## src/rtl/cbt_pkg.sv

```systemverilog
// Shared types, constants and the fixed-point interpolation function for the tessellator.
`default_nettype none

package cbt_pkg;

   localparam int COORD_BITS  = 16;
   localparam int STEPS_BITS  = 6;
   localparam int T_FRAC      = 16;
   localparam int T_BITS      = T_FRAC + 1;
   localparam int MAX_STEPS   = 63;
   localparam int DIV_CNT_BITS = $clog2(T_BITS);

   localparam logic [STEPS_BITS-1:0]   STEPS_RESET = STEPS_BITS'(15);
   localparam logic [DIV_CNT_BITS-1:0] DIV_LAST    = DIV_CNT_BITS'(T_BITS - 1);
   localparam logic [T_BITS-1:0]       T_ONE       = T_BITS'(1) << T_FRAC;

   typedef logic signed [COORD_BITS-1:0] coord_type;
   typedef logic [STEPS_BITS-1:0]        steps_type;
   typedef logic [T_BITS-1:0]            tparam_type;

   // Commands from the controller to the datapath.
   typedef struct packed {
      logic load;
      logic div_step;
      logic lerp1;
      logic lerp2;
      logic lerp3;
      logic advance;
   } cbt_cmd_type;

   // Status from the datapath to the controller.
   typedef struct packed {
      logic last_point;
   } cbt_status_type;

   // a + floor(((b - a) * t) / 2^T_FRAC); the result always lies between a and b.
   function automatic coord_type lerp(input coord_type a, input coord_type b,
                                      input tparam_type t);
      logic signed [COORD_BITS:0]          diff;
      logic signed [COORD_BITS+T_BITS+1:0] prod;
      logic signed [COORD_BITS:0]          sum;
      diff = {b[COORD_BITS-1], b} - {a[COORD_BITS-1], a};
      prod = diff * $signed({1'b0, t});
      sum  = {a[COORD_BITS-1], a} + prod[T_FRAC +: COORD_BITS+1];
      return sum[COORD_BITS-1:0];
   endfunction

endpackage

`default_nettype wire

```

## src/rtl/cbt_ctrl.sv

```systemverilog
// Controller state machine that sequences the divide, the three interpolation levels and output.
`default_nettype none

module cbt_ctrl
   import cbt_pkg::*;
(
   input  wire logic           clock,
   input  wire logic           reset,
   input  wire logic           req_valid,
   output logic                req_ready,
   output logic                rsp_valid,
   input  wire logic           rsp_ready,
   output cbt_cmd_type         cmd,
   input  wire cbt_status_type status
);

   typedef enum logic [2:0] {
      ST_IDLE,
      ST_DIV,
      ST_L1,
      ST_L2,
      ST_L3,
      ST_EMIT
   } state_type;

   state_type               state_ff;
   logic [DIV_CNT_BITS-1:0] cnt_ff;
   logic                    req_ready_ff;
   logic                    rsp_valid_ff;

   assign req_ready = req_ready_ff;
   assign rsp_valid = rsp_valid_ff;

   always_comb begin
      cmd          = '0;
      cmd.load     = req_valid && req_ready_ff;
      cmd.div_step = (state_ff == ST_DIV);
      cmd.lerp1    = (state_ff == ST_L1);
      cmd.lerp2    = (state_ff == ST_L2);
      cmd.lerp3    = (state_ff == ST_L3);
      cmd.advance  = (state_ff == ST_EMIT) && rsp_ready;
   end

   always_ff @(posedge clock) begin
      if (reset) begin
         state_ff     <= ST_IDLE;
         cnt_ff       <= '0;
         req_ready_ff <= 1'b1;
         rsp_valid_ff <= 1'b0;
      end else begin
         case (state_ff)
            ST_IDLE: begin
               if (req_valid && req_ready_ff) begin
                  req_ready_ff <= 1'b0;
                  cnt_ff       <= '0;
                  state_ff     <= ST_DIV;
               end
            end
            ST_DIV: begin
               cnt_ff <= cnt_ff + DIV_CNT_BITS'(1);
               if (cnt_ff == DIV_LAST) begin
                  state_ff <= ST_L1;
               end
            end
            ST_L1: state_ff <= ST_L2;
            ST_L2: state_ff <= ST_L3;
            ST_L3: begin
               rsp_valid_ff <= 1'b1;
               state_ff     <= ST_EMIT;
            end
            ST_EMIT: begin
               if (rsp_ready) begin
                  rsp_valid_ff <= 1'b0;
                  if (status.last_point) begin
                     req_ready_ff <= 1'b1;
                     state_ff     <= ST_IDLE;
                  end else begin
                     state_ff <= ST_L1;
                  end
               end
            end
            default: begin
               state_ff     <= ST_IDLE;
               req_ready_ff <= 1'b1;
               rsp_valid_ff <= 1'b0;
            end
         endcase
      end
   end

endmodule

`default_nettype wire

```

## config.mk

```make
export PLATFORM = sky130hd
export DESIGN_NAME = cbt_ctrl
export DESIGN_NICKNAME = d
export VERILOG_FILES = /design/src/rtl/cbt_pkg.sv /design/src/rtl/cbt_ctrl.sv
export SDC_FILE = /design/constraint.sdc
export NUM_CORES = 1
export LEC_CHECK = 0
export BUFFER_PORTS_ARGS = -buffer_cell sky130_fd_sc_hd__buf_2
export CAP_MARGIN = 20
export CELL_PAD_IN_SITES_DETAIL_PLACEMENT = 1
export CELL_PAD_IN_SITES_GLOBAL_PLACEMENT = 1
export CORE_MARGIN = 3
export CORE_UTILIZATION = 32
export DETAILED_ROUTE_END_ITERATION = 7
export GPL_TIMING_DRIVEN = 0
export PLACE_DENSITY = 0.78
export SYNTH_ARGS = -nofsm -noshare
export SYNTH_HDL_FRONTEND = slang
export SYNTH_SLANG_ARGS = --single-unit
export TNS_END_PERCENT = 5
```

## constraint.sdc

```tcl
create_clock -name clock -period 1.5 [get_ports clock]
set_input_delay 0.225 -clock clock [delete_from_list [all_inputs] [get_ports clock]]
set_output_delay 0.225 -clock clock [all_outputs]
set_load 0.05 [all_outputs]
```

Yosys cells after proc, flatten, opt, wreduce, memory -nomap -nowiden
Index checks and enable logic that the tools add are counted.
{ "classes": {"n_reduce_logical": 10, "eq_ne": 10, "bitwise_logic": 2, "add_sub_neg": 1, "n_mux": 13} }
{ "ops": {"columns": ["op", "count"], "rows": [
  ["3-bit case mux with 6 select lines", 1],
  ["5-bit case mux with 2 select lines", 1],
  ["3-bit 2-to-1 mux", 3],
  ["4-bit OR reduction", 2],
  ["3-bit by 2-bit == test with 1-bit output, second input constant", 2],
  ["3-bit == test, second input constant", 2],
  ["2-bit inequality test, second input constant", 3],
  ["1-bit case mux with 3 select lines", 2],
  ["5-bit by 1-bit adder with 5-bit output, second input constant", 1],
  ["5-bit == test, second input constant", 1],
  ["5-bit 2-to-1 mux", 1],
  ["1-bit 2-to-1 mux", 4],
  ["2-bit AND reduction", 2],
  ["4-bit AND reduction", 1],
  ["3-bit by 1-bit == test with 1-bit output, second input constant", 1],
  ["3-bit logical NOT", 1],
  ["3-bit AND reduction", 1],
  ["1-bit logical AND", 2],
  ["2-bit 2-to-1 mux", 1],
  ["2-bit by 1-bit inequality test with 1-bit output, second input constant", 1],
  ["1-bit inverter", 2],
  ["2-bit nonzero test", 1]
]} }
{ "totals": {"regBits": 10, "in_bits": 5, "out_inout_bits": 8} }

Longest topological paths before layout
Gate-level depths: netlist of the first run.
{ "logic_depth": {"depth_word": 4, "mapped_depth": 5, "depth_no_buf": 5} }

Worst setup path before layout of the first run
OpenSTA, ideal clock, no wires.
{ "synth_timing": {"path_kind": "register -> register", "start": "register state_ff[2]", "end": "register rsp_valid_ff, in the netlist rsp_valid", "setup_slack_ns": -0.606, "required_ns": 1.430, "t_arrival_ns": 2.036, "setup_time_ns": 0.070, "stages_incl_launch_ff": 5, "cell_sequence": "dfxtp_1 clkbuf_1 nor3b_1 a21oi_1 nor2_1"} }
{ "synth_rtl": {"columns": ["element", "line", "source"], "rows": [
  ["start: declaration", "cbt_ctrl.sv:26", "state_type state_ff;"],
  ["start signal: assignment", "cbt_ctrl.sv:46", "state_ff <= ST_IDLE;"],
  ["start signal: assignment", "cbt_ctrl.sv:56", "state_ff <= ST_DIV;"],
  ["start signal: assignment", "cbt_ctrl.sv:62", "state_ff <= ST_L1;"],
  ["end signal: assignment", "cbt_ctrl.sv:49", "rsp_valid_ff <= 1'b0;"],
  ["end signal: assignment", "cbt_ctrl.sv:68", "rsp_valid_ff <= 1'b1;"],
  ["end signal: assignment", "cbt_ctrl.sv:73", "rsp_valid_ff <= 1'b0;"],
  ["end: declaration", "cbt_ctrl.sv:29", "logic rsp_valid_ff;"]
]} }

==> results of run 1 <==
-- per-layer routing --
metal,up-vias,global-route usage (%),share of wire (%),routed length (µm)
met5,-,0,0,0
met4,0,9.14,1.7,29
met3,2,4.51,3.5,61
met2,13,24.1,50,871
met1,285,20.2,44,764
li1,282,-,-,-
-- layout make-up --
cell class / instances / share of cell area [%]
Clock buffer: 4 / 4.56
Multi-Input combinational cell: 47 / 45.8
Timing Repair Buffer: 14 / 13.2
Sequential cell: 10 / 25.9
Inverter: 6 / 2.83
Tap cell: 16 / 2.52
Buffer: 4 / 5.19
-- flip-flops by register name (all words and copies together) (netlist names) --
name / count
req_ready: 1
cnt_ff: 5
state_ff: 3
rsp_valid: 1
-- how the worst min path moves through the flow --
stage | start | to | slack, ps | cells after the start
after floorplan | status | state_ff[1] | 410 | 2
after global placement | rsp_valid | rsp_valid | 460 | 2
after detailed placement | rsp_valid | rsp_valid | 480 | 2
after CTS | status | state_ff[1] | 260 | 3
after global routing | status | state_ff[1] | 280 | 3
final | status | state_ff[1] | 270 | 3
-- stage by stage --
stage / utilization [%] / area (µm²)
3_5_place_dp: 40.8 / 643
5_1_grt: 50.5 / 796
6_report: 50.5 / 796
3_3_place_gp: 40.8 / 643
4_1_cts: 46.4 / 732
2_1_floorplan: - / 568
-- critical path, stage by stage (launching register included) --
cell and delay [ps]:
dfxtp_1 310, buf_6 140, nor3b_4 360, buf_6 220
-- cells by family after synthesis --
| group | count (synthesis) |
|---|---|
| AND/OR/NAND/NOR | 27 |
| AO/OA/AOI/OAI | 18 |
| buffers and inverters | 10 |
| flip-flops | 10 |
| adder cells (fa/ha/maj) | 2 |
-- synthesized netlist by cell type, types with 2 or more instances --
master,instances,area (µm²)
dfxtp_1,10,200
nor2_1,4,15.0
ha_1,2,25.0
a211oi_1,2,15.0
o21ai_0,4,20.0
a221o_1,2,20.0
nand3_1,7,35.0
inv_1,6,22.5
nor3b_1,2,15.0
a31oi_1,2,12.5
nand2_1,4,15.0
a21oi_1,6,30.0
or4b_1,2,20.0
nor3_1,2,10.0
-- what timing repair did --
item,4_1_cts,5_1_grt
setup endpoints to repair,5,8
pin swaps,1,1
setup buffers,0,3
resized for setup,18,11
-- power breakdown --
part | internal [mW] | switching, mW
clock network | 0.147 | 0.0999
registers | 0.275 | 0.00954
logic | 0.0448 | 0.0747
total | 0.467 | 0.184
==> results.cfg, run 1 <==
[logic_synthesis]
synth_edf_count = 0
syn_nets = 74
ys.flop_type = dfxtp_1
synth_seq_cells = 10
synthCells = 67
syn_avg_cell_area_um2 = 8.29
yosys.cell_types.count = 26
syn_area_um2 = 556
synthArstFlopShare_pct = 0
synth-simple-area-share_pct = 30.6
synth-xor-area-share_pct = 0
ys_warn_count = 0
synth_fa_ha_area_share_pct = 4.50
ys_seq_area_share_pct = 36.0
synth.mux.area_fraction_pct = 0
synth_top_family_by_area = simple AND/OR/NAND/NOR gates
synth_compound_area_share_pct = 20.5

[floorplanning]
dieWidth_um = 47.7
io_pins = 13
num_rows = 14
start_util_pct = 35.2
dieArea_mm2 = 0.00227
die_y_um = 47.7
coreArea_mm2 = 0.00158

[timing]
hold_viol = 0
worstMarginPinSlew_ps = 539
max_freq_mhz = 662
rsz0062_at_grt = yes
setup_ws_ps = -9.83
drv_slew = 0
fin_worst_skew_ps = 2.28
holdWs_ps = 273
fin_setup_tns_ps = -9.83
finalSetupViolations = 1
post-route-period-util_pct = 101
min_period_ps = 1510
slew_headroom_pct = 64.1

[global_routing]
grt-ovfl-total = 0
grt_max_degree = 11
grtUsageTotal_pct = 15.9
antenna_found_initial = 0
grt_pass1_vias = 499
grt_pass1_wl_mm = 2.39

[setup_path]
reg2reg_from = state_ff[1]
cp.arrival_ps = 1280
endpoint_kind = primary output
cp-start-kind = flip-flop
endpoint = cmd[4]
path_class = reg -> out
reg2reg_slack_ps = 50
worstPathRequired_ps = 1270
rr_worst_depth = 4
r2r-end = cnt_ff[4]
critPathLaunch = state_ff[1]
cp_max_fo = 8

[run_status]
violations = setup timing
status = finished with violations

[clocking]
clkLatencyLatePin_ps = 270
cts_tree = built
clock_sinks = 10
hold_buffers = 0
htree_levels = 1
clkSlewWorstSetupHoldPaths_ps = 70
cts_buffers = 3
root_buffer = clkbuf_4
cts_buffer_depth = 2

[drt]
drtIter0Drc = 6
drc_errors = 0
vias = 582
wl_per_cell_um = 17.1
viasPerCell = 5.76
dr.pass1.iters = 4
ant_nets = 0
drt-total-wl_mm = 1.73

[place]
place_ws_ps = 31.1
dp.cells = 94
gp_congestion = 0.786
dpl.hpwl_mm = 1.04
port_buffers = 11

[job]
maxCapViolations = 0

[pwr]
p_total_mw = 0.651
power_density_mw_per_mm2 = 818
leakage_nw = 0.315
ir_drop_mv = 0.578

[cells_and_area]
final_cell_mix = nand3_1 (7), dfxtp_1 (7)
fin_cells = 101
drive_above_1_share_pct = 40.0
seq_area_um2 = 206
fin_nets = 93
area_growth_pct = 43.2
multiInputGateArea_um2 = 364
fill_cells = 195
num_antenna_cells = 0

[hold_path]
worstHoldPathType = in -> reg
(Power assumes the default switching activity.)
==> run 2: changes to the inputs <==
--- a/config.mk
+++ b/config.mk
@@ -11,6 +11,7 @@
 export CELL_PAD_IN_SITES_GLOBAL_PLACEMENT = 1
 export CORE_MARGIN = 3
 export CORE_UTILIZATION = 32
+export CTS_BUF_LIST = sky130_fd_sc_hd__clkbuf_16
 export DETAILED_ROUTE_END_ITERATION = 7
 export GPL_TIMING_DRIVEN = 0
 export PLACE_DENSITY = 0.78
==> results.cfg, run 2 (same netlist as run 1, synthesis figures left out) <==
[setup_path]
endpoint_kind = flip-flop
r2r-end = cnt_ff[4]
cp.arrival_ps = 1640
cp.buffers_inverters = 1
path_cells = buf_6 > or2_4 > or4b_1 > a31oi_1
path_class = reg -> reg
reg2reg_slack_ps = 10
cp_slowest_cell = or4b_1
reg2reg_from = state_ff[1]
critPathLaunch = state_ff[1]
rr_worst_depth = 4
cp_max_fo = 10
cp-start-kind = flip-flop
cp_top_family = simple AND/OR/NAND/NOR gates
slowest_delay_ps = 520
worstPathRequired_ps = 1660

[run_status]
status = complete, no violations

[timing]
max_freq_mhz = 673
finalSetupViolations = 0
min_period_ps = 1490
hold_viol = 0
fin_setup_tns_ps = 0
fin_worst_skew_ps = 2.09
worstMarginPinSlew_ps = 523
post-route-period-util_pct = 99.0
holdWs_ps = 313
slew_headroom_pct = 65.2
setup_ws_ps = 14.5
rsz0062_at_grt = yes
drv_slew = 0

[clocking]
cts_tree = built
clock_sinks = 10
clkLatencyLatePin_ps = 240
hold_buffers = 0
cts_buffers = 3
cts_buffer_depth = 2
htree_levels = 1
root_buffer = clkbuf_16
clkSlewWorstSetupHoldPaths_ps = 40

[floorplanning]
dieArea_mm2 = 0.00227
dieWidth_um = 47.7
coreArea_mm2 = 0.00158
die_y_um = 47.7
start_util_pct = 35.2
num_rows = 14
io_pins = 13

[pwr]
leakage_nw = 0.325
ir_drop_mv = 1.04
p_seq_share_pct = 32.2
power_switching_mw = 0.215
p_int_mw = 0.675
power_density_mw_per_mm2 = 1080
p_total_mw = 0.890
sw_frac_of_total_pct = 24.1
combPwrFrac_pct = 14.1
pwr-share-clk_pct = 53.7

[cells_and_area]
area_growth_pct = 48.2
seq_area_um2 = 204
regMostFlops = cnt_ff
final_cell_mix = nand3_1 (7), dfxtp_1 (7), buf_2 (7)
num_antenna_cells = 0
reg.largest.list = cnt_ff x5, state_ff x3
largest_reg_flops = 5
drive_above_1_share_pct = 37.6
fill_cells = 189
fin_nets = 93
multiInputGateArea_um2 = 357
final_area_um2 = 823

[drt]
drt-total-wl_mm = 1.89
drtIter0Drc = 9
dr.pass1.iters = 4
viasPerCell = 5.83
vias = 589
wl_per_cell_um = 18.7
ant_nets = 0
drc_errors = 0

[place]
place_ws_ps = 31.1
dpl.hpwl_mm = 1.04
port_buffers = 11
gp_congestion = 0.786
dpl_cell_area_um2 = 643

[hold_path]
holdPathStages = 3
worstHoldPathType = in -> reg
min_to = state_ff[1]
hold_start = status

[global_routing]
grt_max_degree = 11
antenna_found_initial = 0
grt-ovfl-total = 0
grt_pass1_vias = 491
grt_pass1_wl_mm = 2.40
grtUsageTotal_pct = 15.9

[job]
maxCapViolations = 0
-- run 2: final cells by class --
type / instances / share of cell area, %
buffer: 4 / 5.02
multi-input combinational: 47 / 43.3
inverter: 6 / 2.74
clock buffer: 3 / 9.12
sequential: 10 / 24.8
clock inverter: 1 / 0.456
tap: 16 / 2.43
timing repair buffer: 14 / 12.2
-- run 2: worst min-delay path, cell delays in order --
cell and delay (ps):
buf_2 80, or4b_1 100, a21oi_1 80
-- run 2: routing by layer --
metal	wire length (µm)	up-vias	GRT usage, %
met4	41	0	4.84
met1	747	281	18.2
met5	0	-	0
li1	-	286	-
met3	86	4	5.64
met2	1020	18	27.8
-- run 2: how the worst max path moves through the flow --
stage,cells past startpoint,slack (ps),end
after floorplan,4,-140,cnt_ff[3]
after global placement,4,60,cnt_ff[4]
after detailed placement,3,30,cmd[1]
after CTS,3,-3,cmd[1]
after global routing,4,-50,cnt_ff[4]
final,4,10,cnt_ff[4]
-- run 2: per-stage QoR --
| step | std cells | util, % |
|---|---|---|
| after global routing | 101 | 52.2 |
| final | 101 | 52.2 |
| after CTS | 98 | 47.9 |
| after floorplan | 67 | - |
| after detailed placement | 94 | 40.8 |
| after global placement | 94 | 40.8 |
-- run 2: power by group through the flow --
stage	Combinational, mW	Sequential, mW	Clock (mW)
global placement	0.0946	0.288	0
CTS	0.105	0.285	0.493
finish	0.126	0.287	0.478
detailed placement	0.0982	0.288	0
floorplan	0.0648	0.295	0
global route	0.134	0.287	0.505
-- run 2: what timing repair did --
| action | in CTS | in global routing |
|---|---|---|
| setup endpoints to repair | 6 | 8 |
| pin swaps | 1 | 4 |
| resized for setup | 13 | 12 |
| gates cloned | 0 | 0 |
| buffers inserted | 0 | 3 |
==> run 3: changes to the inputs <==
--- a/config.mk
+++ b/config.mk
@@ -5,16 +5,17 @@
 export SDC_FILE = /design/constraint.sdc
 export NUM_CORES = 1
 export LEC_CHECK = 0
+export ABC_AREA = 1
 export BUFFER_PORTS_ARGS = -buffer_cell sky130_fd_sc_hd__buf_2
 export CAP_MARGIN = 20
 export CELL_PAD_IN_SITES_DETAIL_PLACEMENT = 1
 export CELL_PAD_IN_SITES_GLOBAL_PLACEMENT = 1
 export CORE_MARGIN = 3
-export CORE_UTILIZATION = 32
+export CORE_UTILIZATION = 31
 export CTS_BUF_LIST = sky130_fd_sc_hd__clkbuf_16
 export DETAILED_ROUTE_END_ITERATION = 7
 export GPL_TIMING_DRIVEN = 0
-export PLACE_DENSITY = 0.78
+export PLACE_DENSITY = 0.79
 export SYNTH_ARGS = -nofsm -noshare
 export SYNTH_HDL_FRONTEND = slang
 export SYNTH_SLANG_ARGS = --single-unit
==> results.cfg, run 3 <==
[run_status]
status = complete, no violations

[drt]
drt-total-wl_mm = 1.59
vias = 643
wl_per_cell_um = 11.9
drtIter0Drc = 3
ant_nets = 0
viasPerCell = 4.80
dr.pass1.iters = 4
drc_errors = 0

[timing]
hold_viol = 0
fin_setup_tns_ps = 0
drv_slew = 0
fin_worst_skew_ps = 3.17
finalSetupViolations = 0
max_freq_mhz = 690
post-route-period-util_pct = 96.6
worstMarginPinSlew_ps = 408
min_period_ps = 1450
slew_headroom_pct = 72.8
rsz0062_at_grt = yes

[clocking]
hold_buffers = 0
cts_buffer_depth = 2
cts_tree = built
cts_buffers = 3
clkLatencyLatePin_ps = 240
clock_sinks = 10
htree_levels = 1
clkSlewWorstSetupHoldPaths_ps = 40
root_buffer = clkbuf_16

[cells_and_area]
reg.largest.list = cnt_ff x5, state_ff x3
final_cell_mix = nand2_1 (19), nand3_1 (15), inv_1 (11), nor2_1 (11)
fill_cells = 232
seq_area_um2 = 204
multiInputGateArea_um2 = 324
area_growth_pct = 37.5
largest_reg_flops = 5
fin_nets = 117
regMostFlops = cnt_ff
num_antenna_cells = 0
final_common_cell = nand2_1
drive_above_1_share_pct = 28.4

[logic_synthesis]
synth_top_cells_by_area = dfxtp_1 (34%), nand3_1 (13%), nand2_1 (12%)
syn_avg_cell_area_um2 = 6.49
synth_edf_count = 0
synthArstFlopShare_pct = 0
syn_nets = 97
ys_seq_area_share_pct = 34.3
yosys.cell_types.count = 16
syn_area_um2 = 584
yosys.area.top_type_share_pct = 34.3
synth_seq_cells = 10
synth_area_leader_cell = dfxtp_1
synth_most_common_cell = nand2_1
ys.flop_type = dfxtp_1
ys_warn_count = 0
yosys-top-cells-count = nand2_1 (19), nand3_1 (15), inv_1 (12), nor2_1 (12), dfxtp_1 (10)
synthCells = 90

[global_routing]
grt_pass1_wl_mm = 2.66
antenna_found_initial = 0
grt_max_degree = 9
grt-ovfl-total = 0
grtUsageTotal_pct = 14.5
grt_pass1_vias = 634

[setup_path]
path_class = reg -> out
reg2reg_slack_ps = 180
cp_max_fo = 6
cp-start-kind = flip-flop
worstPathRequired_ps = 1270
cp.arrival_ps = 1220
path_cells = inv_2 > nor3_4 > buf_6
endpoint_kind = primary output
cp_slowest_cell = dfxtp_2
slowest_delay_ps = 380

[place]
port_buffers = 11
dpl.hpwl_mm = 1.24
gp_congestion = 0.772

[floorplanning]
dieArea_mm2 = 0.00244
io_pins = 13
coreArea_mm2 = 0.00175
dieWidth_um = 49.4
die_y_um = 49.4
start_util_pct = 33.5
num_rows = 15

[pwr]
ir_drop_mv = 0.761
leakage_nw = 0.383
power_density_mw_per_mm2 = 1770
p_total_mw = 1.42

[job]
maxCapViolations = 0

[hold_path]
worstHoldPathType = in -> reg
run 3: what timing repair did:
| action | CTS | global route |
|---|---|---|
| pin swaps | 0 | 1 |
| setup buffers | 0 | 4 |
| endpoints found under the hold margin | 0 | 0 |
| resized for setup | 2 | 6 |
| setup endpoints to repair | 2 | 4 |
run 3: final timing paths:
path,start,endpoint,depth (start not counted)
max,state_ff[0],cmd[4],3
min,rsp_ready,state_ff[2],4
max reg2reg,state_ff[0],cnt_ff[4],7
min reg2reg,req_ready,req_ready,2
run 3: cell type report:
| cell class | instances | share of cell area (%) |
|---|---|---|
| multi-input cells | 64 | 40.3 |
| flip-flops and latches | 10 | 25.4 |
| repair buffers | 15 | 12.3 |
| clock buffers | 3 | 9.35 |
| inverters | 15 | 7.79 |
| well taps | 25 | 3.89 |
| clock inverters | 1 | 0.467 |
| plain buffers | 1 | 0.467 |
run 3: cells by family after synthesis:
logic type | after synthesis | synth area share (%)
buf+inv | 16 | 10.7
fa+ha+maj | 2 | 4.28
flops | 10 | 34.3
compound gates | 11 | 10.9
simple gates | 51 | 39.8
run 3: per-stage QoR:
step           area [µm²]  setup WS (ps)  utilization, %  cells  hold slack, ps
2_1_floorplan         589           59.7               -     90             465
3_3_place_gp          676            181            38.7    126             444
3_5_place_dp          676            153            38.7    126             450
4_1_cts               759          -50.7            43.5    130             361
5_1_grt               803          -24.6            46.0    134             408
6_report              803           51.5            46.0    134             350
run 3: power breakdown:
part	internal (mW)	switching [mW]	total (mW)	leakage, nW
logic	0.192	0.389	0.581	0.263
clock network	0.349	0.125	0.475	0.0385
registers	0.314	0.0500	0.364	0.0820
total	0.856	0.564	1.42	0.383
run 3: per-layer routing:
| metal | up-vias | global-route usage (%) | routed length (µm) |
|---|---|---|---|
| li1 | 327 | - | - |
| met1 | 300 | 15.4 | 651 |
| met2 | 11 | 25.4 | 834 |
| met3 | 5 | 3.98 | 69 |
| met4 | 0 | 8.29 | 38 |
| met5 | - | 0 | 0 |
run 3: critical path: cells and delay by family, from the launching register on:
kind	cells	cell delay, ps
buf+inv	2	280
flops	1	380
simple gates	1	310
